$ cat config.mk
export PLATFORM = sky130hd
export DESIGN_NAME = call_signature_slot_classifier_unit_flat
export DESIGN_NICKNAME = d
export VERILOG_FILES = /design/src/design/cssc_pkg.sv /design/src/design/cssc_req_if.sv /design/src/design/cssc_rsp_if.sv /design/src/design/cssc_csr_if.sv /design/src/design/cssc_decode.sv /design/src/design/call_signature_slot_classifier_unit.sv /design/src/flat_wrapper.sv
export SDC_FILE = /design/constraint.sdc
export NUM_CORES = 1
export LEC_CHECK = 0
export BUFFER_PORTS_ARGS = -buffer_cell sky130_fd_sc_hd__buf_4
export CAP_MARGIN = 20
export CORE_MARGIN = 1.5
export CORE_UTILIZATION = 50
export DETAILED_ROUTE_END_ITERATION = 7
export PLACE_DENSITY = 0.79
export SETUP_SLACK_MARGIN = 0.15
export SYNTH_ARGS = -nofsm -noshare
export SYNTH_HDL_FRONTEND = slang
export SYNTH_HIERARCHICAL = 1
export SYNTH_SLANG_ARGS = --single-unit
$ cat constraint.sdc
create_clock -name clock -period 5.8 [get_ports clock]
set_input_delay 0.58 -clock clock [delete_from_list [all_inputs] [get_ports clock]]
set_output_delay 0.58 -clock clock [all_outputs]
set_load 0.01 [all_outputs]
$ cat src/design/cssc_pkg.sv
package cssc_pkg;

   // Field widths of the channels
   localparam int CH_W        = 8;
   localparam int REG_W       = 4;
   localparam int OUT_SLOT_W  = 10;
   localparam int OUT_BYTE_W  = 16;
   localparam int CHAR_W      = 12;
   localparam int CSR_IDX_W   = 4;
   localparam int CSR_DATA_W  = 4;
   localparam int SLOT_ADD_W  = 2;
   localparam int BYTE_ADD_W  = 6;

   // Register indexes and reset values
   localparam logic [CSR_IDX_W-1:0] REG_INT_LIMIT = 4'd0;
   localparam logic [CSR_IDX_W-1:0] REG_VEC_LIMIT = 4'd1;
   localparam logic [REG_W-1:0]     INT_LIMIT_RST = 4'd6;
   localparam logic [REG_W-1:0]     VEC_LIMIT_RST = 4'd8;

   localparam logic [CHAR_W-1:0]    CHAR_MAX = 12'hFFF;

   // Characters with a structural role
   localparam logic [CH_W-1:0] CH_NUL    = 8'h00;
   localparam logic [CH_W-1:0] CH_RPAREN = 8'h29;
   localparam logic [CH_W-1:0] CH_SEMI   = 8'h3B;
   localparam logic [CH_W-1:0] CH_PTR    = 8'h50;
   localparam logic [CH_W-1:0] CH_XSKIP  = 8'h58;
   localparam logic [CH_W-1:0] CH_CPLX   = 8'h43;
   localparam logic [CH_W-1:0] CH_VEC    = 8'h47;
   localparam logic [CH_W-1:0] CH_LOW_A  = 8'h61;
   localparam logic [CH_W-1:0] CH_LOW_Z  = 8'h7A;

   typedef enum logic [2:0] {
      MODE_NORMAL,
      MODE_AFTER_P,
      MODE_SKIP,
      MODE_AFTER_C,
      MODE_AFTER_G
   } mode_type;

   // What one character does to the running counts
   typedef struct packed {
      logic                  is_end;
      logic                  count_char;
      logic                  int_inc;
      logic                  vec_inc;
      logic [SLOT_ADD_W-1:0] slot_add;
      logic [BYTE_ADD_W-1:0] byte_add;
      mode_type              next_mode;
   } action_type;

   // Byte size added by the character after a 'C' or 'G' prefix
   function automatic logic [BYTE_ADD_W-1:0] prefix_size(input logic is_g,
                                                         input logic [CH_W-1:0] c);
      logic [BYTE_ADD_W-1:0] size;
      size = '0;
      case (c)
         "f":     size = is_g ? 6'd4  : 6'd8;
         "d":     size = is_g ? 6'd8  : 6'd16;
         "e":     size = is_g ? 6'd12 : 6'd32;
         "g":     size = is_g ? 6'd16 : 6'd32;
         "k":     size = 6'd4;
         default: size = '0;
      endcase
      return size;
   endfunction

endpackage

$ cat src/design/cssc_req_if.sv
interface cssc_req_if import cssc_pkg::*; ();
   logic            valid;
   logic            ready;
   logic [CH_W-1:0] ch;

   modport source (output valid, output ch, input ready);
   modport sink (input valid, input ch, output ready);
endinterface

$ cat src/design/cssc_rsp_if.sv
interface cssc_rsp_if import cssc_pkg::*; ();
   logic                  valid;
   logic                  ready;
   logic [REG_W-1:0]      int_regs;
   logic [REG_W-1:0]      vec_regs;
   logic [OUT_SLOT_W-1:0] stack_slots;
   logic [OUT_BYTE_W-1:0] extra_bytes;
   logic [CHAR_W-1:0]     chars_used;

   modport source (output valid, output int_regs, output vec_regs, output stack_slots,
                   output extra_bytes, output chars_used, input ready);
   modport sink (input valid, input int_regs, input vec_regs, input stack_slots,
                 input extra_bytes, input chars_used, output ready);
endinterface

$ cat src/design/cssc_csr_if.sv
interface cssc_csr_if import cssc_pkg::*; ();
   logic                  valid;
   logic                  ready;
   logic [CSR_IDX_W-1:0]  index;
   logic [CSR_DATA_W-1:0] data;

   modport source (output valid, output index, output data, input ready);
   modport sink (input valid, input index, input data, output ready);
endinterface

$ cat src/design/cssc_decode.sv
module cssc_decode import cssc_pkg::*; (
   input  logic [CH_W-1:0] ch,
   input  mode_type        mode,
   input  logic            int_room,
   input  logic            vec_room,
   input  logic            slot_odd,
   output action_type      act
);

   logic is_lower;
   logic do_normal;

   assign is_lower = (ch >= CH_LOW_A) && (ch <= CH_LOW_Z);

   // Pick the path through the current parse mode
   always_comb begin
      act            = '0;
      act.next_mode  = mode;
      act.count_char = (ch != CH_NUL);
      do_normal      = 1'b0;
      if (ch == CH_NUL) begin
         act.is_end = 1'b1;
      end else begin
         case (mode)
            MODE_AFTER_P: begin
               if (ch == CH_PTR) begin
                  act.next_mode = MODE_AFTER_P;
               end else if (is_lower) begin
                  act.next_mode = MODE_NORMAL;
               end else if (ch == CH_XSKIP) begin
                  act.next_mode = MODE_SKIP;
               end else if (ch == CH_RPAREN) begin
                  act.is_end = 1'b1;
               end else begin
                  act.next_mode = MODE_NORMAL;
                  do_normal     = 1'b1;
               end
            end
            MODE_SKIP: begin
               if (ch == CH_SEMI) begin
                  act.next_mode = MODE_NORMAL;
               end
            end
            MODE_AFTER_C: begin
               act.byte_add  = prefix_size(1'b0, ch);
               act.next_mode = MODE_NORMAL;
            end
            MODE_AFTER_G: begin
               act.byte_add  = prefix_size(1'b1, ch);
               act.next_mode = MODE_NORMAL;
            end
            default: begin
               if (ch == CH_RPAREN) begin
                  act.is_end = 1'b1;
               end else begin
                  do_normal = 1'b1;
               end
            end
         endcase
      end

      // Classify one argument letter
      if (do_normal) begin
         case (ch)
            "a", "b", "c", "h", "s", "t", "w", "i", "j", "l", "m", "x", "y", "r": begin
               act.int_inc  = int_room;
               act.slot_add = int_room ? 2'd0 : 2'd1;
            end
            CH_PTR: begin
               act.int_inc   = int_room;
               act.slot_add  = int_room ? 2'd0 : 2'd1;
               act.next_mode = MODE_AFTER_P;
            end
            "d", "f", "k": begin
               act.vec_inc  = vec_room;
               act.slot_add = vec_room ? 2'd0 : 2'd1;
            end
            "e", "g", "n", "o": begin
               // round up to an even slot, then take two
               act.vec_inc  = vec_room;
               act.slot_add = vec_room ? 2'd0 : (slot_odd ? 2'd3 : 2'd2);
            end
            CH_CPLX: begin
               act.next_mode = MODE_AFTER_C;
            end
            CH_VEC: begin
               act.next_mode = MODE_AFTER_G;
            end
            default: begin
               act.slot_add = 2'd0;
            end
         endcase
      end
   end

endmodule

$ cat src/design/call_signature_slot_classifier_unit.sv
// A result appears in the cycle after the word that ends a signature is taken.
// Throughput: one character word per cycle unless a result waits; each word updates
// the counters in a single pass of decode and saturating adds ahead of the state
// registers. Reset (synchronous): counters clear, parse mode returns to normal,
// the output register empties, register limits return to 6 integer and 8 vector.
module call_signature_slot_classifier_unit import cssc_pkg::*; #(
   parameter int SLOT_BITS = 10,
   parameter int BYTE_BITS = 16
) (
   input  logic       clock,
   input  logic       reset,
   cssc_req_if.sink   req_port,
   cssc_rsp_if.source rsp_port,
   cssc_csr_if.sink   csr_port
);

   localparam logic [SLOT_BITS-1:0] SLOT_MAX = {SLOT_BITS{1'b1}};
   localparam logic [BYTE_BITS-1:0] BYTE_MAX = {BYTE_BITS{1'b1}};

   logic [REG_W-1:0]      int_limit_ff;
   logic [REG_W-1:0]      vec_limit_ff;

   mode_type              mode_ff, mode_in;
   logic [REG_W-1:0]      int_ff, int_in;
   logic [REG_W-1:0]      vec_ff, vec_in;
   logic [SLOT_BITS-1:0]  slot_ff, slot_in;
   logic [BYTE_BITS-1:0]  byte_ff, byte_in;
   logic [CHAR_W-1:0]     char_ff, char_in;

   logic                  rsp_valid_ff;
   logic [REG_W-1:0]      rsp_int_ff;
   logic [REG_W-1:0]      rsp_vec_ff;
   logic [OUT_SLOT_W-1:0] rsp_slot_ff;
   logic [OUT_BYTE_W-1:0] rsp_byte_ff;
   logic [CHAR_W-1:0]     rsp_char_ff;

   action_type            act;
   logic                  req_take;
   logic [SLOT_BITS:0]    slot_sum;
   logic [BYTE_BITS:0]    byte_sum;
   logic [SLOT_BITS+OUT_SLOT_W-1:0] slot_wide;
   logic [BYTE_BITS+OUT_BYTE_W-1:0] byte_wide;

   // Configuration writes
   assign csr_port.ready = 1'b1;

   always_ff @(posedge clock) begin
      if (reset) begin
         int_limit_ff <= INT_LIMIT_RST;
         vec_limit_ff <= VEC_LIMIT_RST;
      end else if (csr_port.valid) begin
         if (csr_port.index == REG_INT_LIMIT) begin
            int_limit_ff <= csr_port.data;
         end else if (csr_port.index == REG_VEC_LIMIT) begin
            vec_limit_ff <= csr_port.data;
         end
      end
   end

   // Decode the character
   cssc_decode u_decode (
      .ch       (req_port.ch),
      .mode     (mode_ff),
      .int_room (int_ff < int_limit_ff),
      .vec_room (vec_ff < vec_limit_ff),
      .slot_odd (slot_ff[0]),
      .act      (act)
   );

   // Take a word whenever the output register is free or draining
   assign req_port.ready = !rsp_valid_ff || rsp_port.ready;
   assign req_take       = req_port.valid && req_port.ready;

   // Saturating counter updates
   assign slot_sum = {1'b0, slot_ff} + {{(SLOT_BITS-1){1'b0}}, act.slot_add};
   assign byte_sum = {1'b0, byte_ff} + {{(BYTE_BITS-5){1'b0}}, act.byte_add};

   always_comb begin
      mode_in = act.next_mode;
      int_in  = int_ff + {{(REG_W-1){1'b0}}, act.int_inc};
      vec_in  = vec_ff + {{(REG_W-1){1'b0}}, act.vec_inc};
      slot_in = slot_sum[SLOT_BITS] ? SLOT_MAX : slot_sum[SLOT_BITS-1:0];
      byte_in = byte_sum[BYTE_BITS] ? BYTE_MAX : byte_sum[BYTE_BITS-1:0];
      char_in = char_ff;
      if (act.count_char && (char_ff != CHAR_MAX)) begin
         char_in = char_ff + 12'd1;
      end
   end

   // Hold the parse state, clear it when a signature ends
   always_ff @(posedge clock) begin
      if (reset) begin
         mode_ff <= MODE_NORMAL;
         int_ff  <= '0;
         vec_ff  <= '0;
         slot_ff <= '0;
         byte_ff <= '0;
         char_ff <= '0;
      end else if (req_take) begin
         if (act.is_end) begin
            mode_ff <= MODE_NORMAL;
            int_ff  <= '0;
            vec_ff  <= '0;
            slot_ff <= '0;
            byte_ff <= '0;
            char_ff <= '0;
         end else begin
            mode_ff <= mode_in;
            int_ff  <= int_in;
            vec_ff  <= vec_in;
            slot_ff <= slot_in;
            byte_ff <= byte_in;
            char_ff <= char_in;
         end
      end
   end

   // Fit the counters to the result fields
   assign slot_wide = {{OUT_SLOT_W{1'b0}}, slot_in};
   assign byte_wide = {{OUT_BYTE_W{1'b0}}, byte_in};

   // Result register
   always_ff @(posedge clock) begin
      if (reset) begin
         rsp_valid_ff <= 1'b0;
      end else if (req_take && act.is_end) begin
         rsp_valid_ff <= 1'b1;
      end else if (rsp_port.ready) begin
         rsp_valid_ff <= 1'b0;
      end
   end

   always_ff @(posedge clock) begin
      if (req_take && act.is_end) begin
         rsp_int_ff  <= int_in;
         rsp_vec_ff  <= vec_in;
         rsp_slot_ff <= slot_wide[OUT_SLOT_W-1:0];
         rsp_byte_ff <= byte_wide[OUT_BYTE_W-1:0];
         rsp_char_ff <= char_in;
      end
   end

   assign rsp_port.valid       = rsp_valid_ff;
   assign rsp_port.int_regs    = rsp_int_ff;
   assign rsp_port.vec_regs    = rsp_vec_ff;
   assign rsp_port.stack_slots = rsp_slot_ff;
   assign rsp_port.extra_bytes = rsp_byte_ff;
   assign rsp_port.chars_used  = rsp_char_ff;

   // A NUL always closes the signature and raises a result
   a_nul_ends: assert property (@(posedge clock) disable iff (reset)
      req_take && (req_port.ch == CH_NUL) |=> rsp_valid_ff && (char_ff == '0)
                                              && (mode_ff == MODE_NORMAL))
      else $error("NUL did not end the signature");

   // Slot count never drops within a signature
   a_slot_grows: assert property (@(posedge clock) disable iff (reset)
      req_take && !act.is_end |=> slot_ff >= $past(slot_ff))
      else $error("stack slot count decreased");

   // A result is only raised by an ending word
   a_rsp_cause: assert property (@(posedge clock) disable iff (reset)
      $rose(rsp_valid_ff) |-> $past(req_take && act.is_end))
      else $error("result raised without an ending word");

endmodule

$ cat src/flat_wrapper.sv
// flat-port wrapper written by rule: the top's interface ports become plain ports
module call_signature_slot_classifier_unit_flat import cssc_pkg::*;
#(
   parameter int SLOT_BITS = 10,
   parameter int BYTE_BITS = 16
)
  (clock, reset, req_port_valid, req_port_ch, req_port_ready, rsp_port_valid, rsp_port_int_regs, rsp_port_vec_regs, rsp_port_stack_slots, rsp_port_extra_bytes, rsp_port_chars_used, rsp_port_ready, csr_port_valid, csr_port_index, csr_port_data, csr_port_ready);
  cssc_req_if req_port_i ();
  cssc_rsp_if rsp_port_i ();
  cssc_csr_if csr_port_i ();
  input  logic clock;
  input  logic reset;
  input wire logic [$bits(req_port_i.valid)-1:0] req_port_valid;
  input wire logic [$bits(req_port_i.ch)-1:0] req_port_ch;
  output wire logic [$bits(req_port_i.ready)-1:0] req_port_ready;
  output wire logic [$bits(rsp_port_i.valid)-1:0] rsp_port_valid;
  output wire logic [$bits(rsp_port_i.int_regs)-1:0] rsp_port_int_regs;
  output wire logic [$bits(rsp_port_i.vec_regs)-1:0] rsp_port_vec_regs;
  output wire logic [$bits(rsp_port_i.stack_slots)-1:0] rsp_port_stack_slots;
  output wire logic [$bits(rsp_port_i.extra_bytes)-1:0] rsp_port_extra_bytes;
  output wire logic [$bits(rsp_port_i.chars_used)-1:0] rsp_port_chars_used;
  input wire logic [$bits(rsp_port_i.ready)-1:0] rsp_port_ready;
  input wire logic [$bits(csr_port_i.valid)-1:0] csr_port_valid;
  input wire logic [$bits(csr_port_i.index)-1:0] csr_port_index;
  input wire logic [$bits(csr_port_i.data)-1:0] csr_port_data;
  output wire logic [$bits(csr_port_i.ready)-1:0] csr_port_ready;
  assign req_port_i.valid = req_port_valid;
  assign req_port_i.ch = req_port_ch;
  assign req_port_ready = req_port_i.ready;
  assign rsp_port_valid = rsp_port_i.valid;
  assign rsp_port_int_regs = rsp_port_i.int_regs;
  assign rsp_port_vec_regs = rsp_port_i.vec_regs;
  assign rsp_port_stack_slots = rsp_port_i.stack_slots;
  assign rsp_port_extra_bytes = rsp_port_i.extra_bytes;
  assign rsp_port_chars_used = rsp_port_i.chars_used;
  assign rsp_port_i.ready = rsp_port_ready;
  assign csr_port_i.valid = csr_port_valid;
  assign csr_port_i.index = csr_port_index;
  assign csr_port_i.data = csr_port_data;
  assign csr_port_ready = csr_port_i.ready;
  call_signature_slot_classifier_unit #(.SLOT_BITS(SLOT_BITS), .BYTE_BITS(BYTE_BITS)) u_core (.clock(clock), .reset(reset), .req_port(req_port_i), .rsp_port(rsp_port_i), .csr_port(csr_port_i));
endmodule
# [Word level (Yosys, flattened, before mapping)]
# Index checks and enable logic that the tools add are counted.
# W data, S select, Z words.
[totals] register_bits=104 latch_bits=0 ram_bits=0 rom_bits=0 input_bits=21 out_inout_bits=49 elab_cells=120 mem_count=0
[op_classes] addsub=5 mul=0 div=0 order_cmp=4 n_eq_ne=33 shift=0 n_mux=43 bitwise_logic=1 n_reduce_logical=20
[ops] op="$eq A8 B7 Y1 const B" count=25
[ops] op="$mux W16" count=2
[ops] op="$mux W12" count=2
[ops] op="$pmux W6 S4" count=1
[ops] op="$mux W3" count=7
[ops] op="$mux W10" count=2
[ops] op="$pmux W5 S4" count=1
[ops] op="$pmux W3 S3" count=2
[ops] op="$add A16 B6 Y17" count=1
[ops] op="$mux W1" count=17
[ops] op="$eq A8 B6 Y1 const B" count=2
[ops] op="$reduce_or A15 Y1" count=1
[ops] op="$add A12 B1 Y12 const B" count=1
[ops] op="$mux W4" count=3
[ops] op="$ne A12 B12 Y1 const B" count=1
[ops] op="$pmux W6 S2" count=1
[ops] op="$add A10 B2 Y11" count=1
[ops] op="$mux W9" count=1
[ops] op="$add A4 B1 Y4" count=2
[ops] op="$ge A8 B7 Y1 const B" count=1
[ops] op="$le A8 B7 Y1 const B" count=1
[ops] op="$logic_not A8 Y1" count=1
[ops] op="$lt A4 B4 Y1" count=2
[ops] op="$reduce_bool A8 Y1" count=1
[ops] op="other kinds (19)" count=27

# [Longest topological paths before layout]
[depth] depth_word=11 depth_mapped=14 depth_no_buf=14

# [Hierarchy]
# The synthesis kept the hierarchy.
[by_module_without_submodules] mod="call_signature_slot_classifier_unit" instances=1 cells_per_inst=493 area_each_um2=4969.8 seq_area_each_um2=2542.4
[by_module_without_submodules] mod="cssc_decode" instances=1 cells_per_inst=109 area_each_um2=670.6 seq_area_each_um2=0.0

# [Least setup slack after synthesis]
# Ideal clock, no wire load.
[synth_timing] kind="input to register" from="input req_port_ch[5]" to="register u_core.rsp_char_ff[0], in the netlist u_core/rsp_port.chars_used[0] (enable)" setup_ps=400 arrival_time_ps=3452 path_slack_ps=1948 cell_stages=8 n_path_buf=3 cell_sequence="buf_4 > or3b_1 > or4_4 > o31ai_1 > clkbuf_1 > clkbuf_1 > nand2_1 > inv_1"
[synth_rtl] element="start, declared" line_no="flat_wrapper.sv:14" source="input wire logic [$bits(req_port_i.ch)-1:0] req_port_ch;"
[synth_rtl] element="end signal, assigned" line_no="call_signature_slot_classifier_unit.sv:139" source="rsp_char_ff <= char_in;"
[synth_rtl] element="end, declared" line_no="call_signature_slot_classifier_unit.sv:35" source="logic [CHAR_W-1:0] rsp_char_ff;"

==> summary.txt <==
GRT
  – First-pass GRT wire length: 20.8 mm
  – Gr usage total: 22.3%
  – Pin count of the biggest net entering global routing: 39
  – Vias in the first global route: 4,359
  – Total gr overflow: 0
  – Initial antenna violation count: 0

Yosys
  – Commonest register cell after synthesis: dfxtp_1
  – Top cell type's share of synthesized area: 24.5%
  – Yosys warnings: 6
  – Yosys cell types: 71
  – Cell taking the most area after synthesis: edfxtp_1
  – EDFF count, synth: 46
  – Cells after Synth: 602
  – Asr flop ratio synth: 0%
  – Top cells by area, synth: edfxtp_1, dfxtp_1, a21oi_1
  – Synth Area per Inst: around 9.4 um^2
  – Cell area after synthesis: around 5600 um^2
  – Sequential area share after synthesis: 45.1%
  – Synthesis-stage register bit count: 104

Drt
  – First-pass DRT Iterations: 5
  – Iteration-0 DRC Markers: 270
  – Total number of vias: 4,760
  – Post-detailed-route count of antenna-violating nets: 0
  – DRC: 0
  – DR WL/cell: between 15 and 20 um
  – Final WL: 12.8 mm
  – Vias/cell: 5.94

Worst setup path
  – Startpoint types: primary input
  – Crit path required time: 5900 ps
  – FF-to-FF setup slack: 2380 ps
  – Crit path kind: in -> reg
  – Worst-path fanout max: 15
  – Worst flop-to-flop path startpoint: u_core/mode_ff[1]$_SDFFE_PP0P_
  – Crit path capture type: register
  – Worst reg2reg endpoint: u_core/rsp_port.stack_slots[8]$_DFFE_PP_
  – R2r worst-path depth: 10
  – Critical Path AT: 3700 ps

Timing
  – Worst slew pin tran: 962 ps
  – Post-route clock period utilization: 62.0%
  – Fin crit period: 3600 ps
  – Fmax: 278 MHz
  – Final Setup Violations: 0
  – Final hold vios: 0
  – RSZ-0062 raised after global routing: false
  – Relative slew slack: 35.3%
  – Worst hold margin: 467 ps
  – Setup TNS after final layout: 0 ps
  – Max Slew Vio Count: 0
  – Setup Skew: 6.88 ps

Finish
  – Final core occ: 59.4%
  – Register area: 2540 um^2
  – Layout cell share with drive strength beyond 1: 16.3%
  – NumNets Final: roughly 700
  – N_diodes: 0
  – Area Growth Syn to Fin: 15.2%
  – Fillers: ~950
  – Multi-input gate area: 2890 um^2
  – Non-Filler Instances: between 800 and 900

Power
  – Sw frac: 23.0%
  – Clock share of power: 39.4%
  – Internal cell power: 1.09 mW
  – Pwr dens: 217 nW/um^2
  – Register share of total power: between 50 and 60%
  – Max IR drop VDD: approximately 0.13 mV
  – Leak: between 2 and 2.5 nW
  – Logic pwr share: 6.1%
  – Psw: 0.324 mW

Clocking
  – H-tree depth: 3
  – Post_cts resized: 0
  – # hold bufs at CTS: 0
  – Setup Fix Bufs, Post-CTS: 0
  – CTS Root Cell: clkbuf_16
  – Clk sinks: 104
  – Clk Latency, worst-skew pair: approximately 340 ps
  – Worst-path clk slew: approximately 70 ps
  – CTS max path bufs: 2
  – Total CTS buffers: 9
  – CTS tree: built

Min path
  – Hold Path Depth: 2
  – Worst Hold Endpoint: u_core/vec_limit_ff[2]$_SDFFE_PP0P_
  – Hold crit path type: reg -> reg
  – Hold Startpoint: u_core/vec_limit_ff[2]$_SDFFE_PP0P_

Die
  – Area of the core: between 10,000 and 15,000 um^2
  – Die height: 109 um
  – Die area: 11,900 um^2
  – IO Pins: 70
  – Die X: 109 um
  – # rows: 38
  – Initial core utilization: 51.6%

Run
  – Max-cap violations: 0

Place
  – Post-DP HPWL: approximately 8.9 mm
  – Number of port buffers: just under 70
  – Placed cell count: between 700 and 800
  – GP Congestion: 0.903

Status
  – Outcome: complete, no violations
layout make-up:
type                            instances  share of cell area, %
Sequential cell                       104                   39.1
Timing Repair Buffer                   73                   8.44
Tap cell                              140                   2.70
Inverter                               18                   1.04
Multi-Input combinational cell        450                   44.5
Clock buffer                            9                   3.47
Clock inverter                          7                  0.732
synth_stat cells, drive strengths merged, types with 11 or more instances:
master / n
xnor2: 16
a21oi: 55
dfxtp: 58
o21ai: 30
nor2: 52
nor3: 15
nand3: 20
edfxtp: 46
ha: 19
a22o: 11
inv: 18
buf: 16
nand2b: 15
clkbuf: 15
nand2: 58
stage by stage:
| step | setup WS, ps | instance area (um^2) | total power, mW |
|---|---|---|---|
| 3_3_place_gp | 1940 | 6220 | 0.868 |
| 4_1_cts | 2240 | 6500 | 1.42 |
| 2_1_floorplan | 1950 | 5640 | 0.840 |
| 5_1_grt | 1970 | 6500 | 1.47 |
| 6_report | 2200 | 6500 | 1.41 |
| 3_5_place_dp | 1890 | 6220 | 0.870 |
cell families after synthesis:
group	count (synthesis)	share of synthesized area [%]
other cells	2	0.133
buf+inv	49	3.93
compound gates	163	19.5
xor+xnor	26	4.04
flops	104	45.1
mux	8	1.51
simple gates	229	20.9
fa+ha+maj	21	4.92
power groups by stage:
stage	sequential [mW]	combinational, mW	clock, mW
CTS	0.769	0.0852	0.569
global route	0.769	0.0948	0.604
floorplan	0.785	0.0553	0
global placement	0.785	0.0828	0
finish	0.769	0.0866	0.556
detailed placement	0.785	0.0847	0
critical path: stages:
cell	delay [ps]
buf_4	160
nor4_2	470
mux2i_1	240
nor2_1	70
o21a_1	260
nor4_1	520
fa_1	360
and3_1	220
nand2_1	100
nor3_1	330
mux2_2	380
layout by cell type (no fill, tap or decap), drive strengths merged, types with 3 or more instances in the layout:
cell	instances
conb	3
nor4	9
or3b	4
a21o	10
nand3	20
mux2i	4
mux2	4
a22o	11
a21boi	3
or4	4
nor3	15
a31oi	8
nand2b	15
nand4	6
clkbuf	9
and4	4
edfxtp	46
xor2	10
nor2b	6
buf	73
a21oi	55
ha	19
a211oi	7
inv	18
o21a	3
and3	9
xnor2	16
o31ai	4
nand3b	10
clkinv	3
and2	7
a41oi	5
or3	4
nor2	52
o21ai	30
dfxtp	58
nand2	58
a22oi	5
clkinvlp	4
worst max path at each step:
stage,from,end,depth (start not counted)
after floorplan,req_port_ch[5],u_core/rsp_port.chars_used[0]$_DFFE_PP_,8
after global placement,req_port_ch[2],u_core/rsp_port.stack_slots[8]$_DFFE_PP_,11
after detailed placement,req_port_ch[2],u_core/rsp_port.stack_slots[8]$_DFFE_PP_,11
after CTS,req_port_ch[2],u_core/rsp_port.stack_slots[8]$_DFFE_PP_,11
after global routing,req_port_ch[2],u_core/rsp_port.stack_slots[8]$_DFFE_PP_,11
final,req_port_ch[2],u_core/rsp_port.stack_slots[8]$_DFFE_PP_,11
state kept, by name, indices dropped and copies added (netlist names):
register and count:
u_core/rsp_port.stack_slots 10, u_core/rsp_port.int_regs 4, u_core/byte_ff 16, u_core/rsp_port.vec_regs 4, u_core/rsp_port.chars_used 12, u_core/int_ff 4, u_core/rsp_port.extra_bytes 16, u_core/char_ff 12
u_core/mode_ff 3, u_core/int_limit_ff 4, u_core/slot_ff 10, u_core/vec_limit_ff 4, u_core/vec_ff 4, u_core/rsp_port.valid 1
routing by layer:
| metal | track usage (%) | up-vias | share of wire [%] |
|---|---|---|---|
| li1 | - | 2323 | - |
| met1 | 30.5 | 2254 | 46 |
| met2 | 36.4 | 169 | 47 |
| met3 | 3.71 | 14 | 5.9 |
| met4 | 6.77 | 0 | 1.3 |
| met5 | 0 | - | 0 |
(Power assumes the default switching activity.)
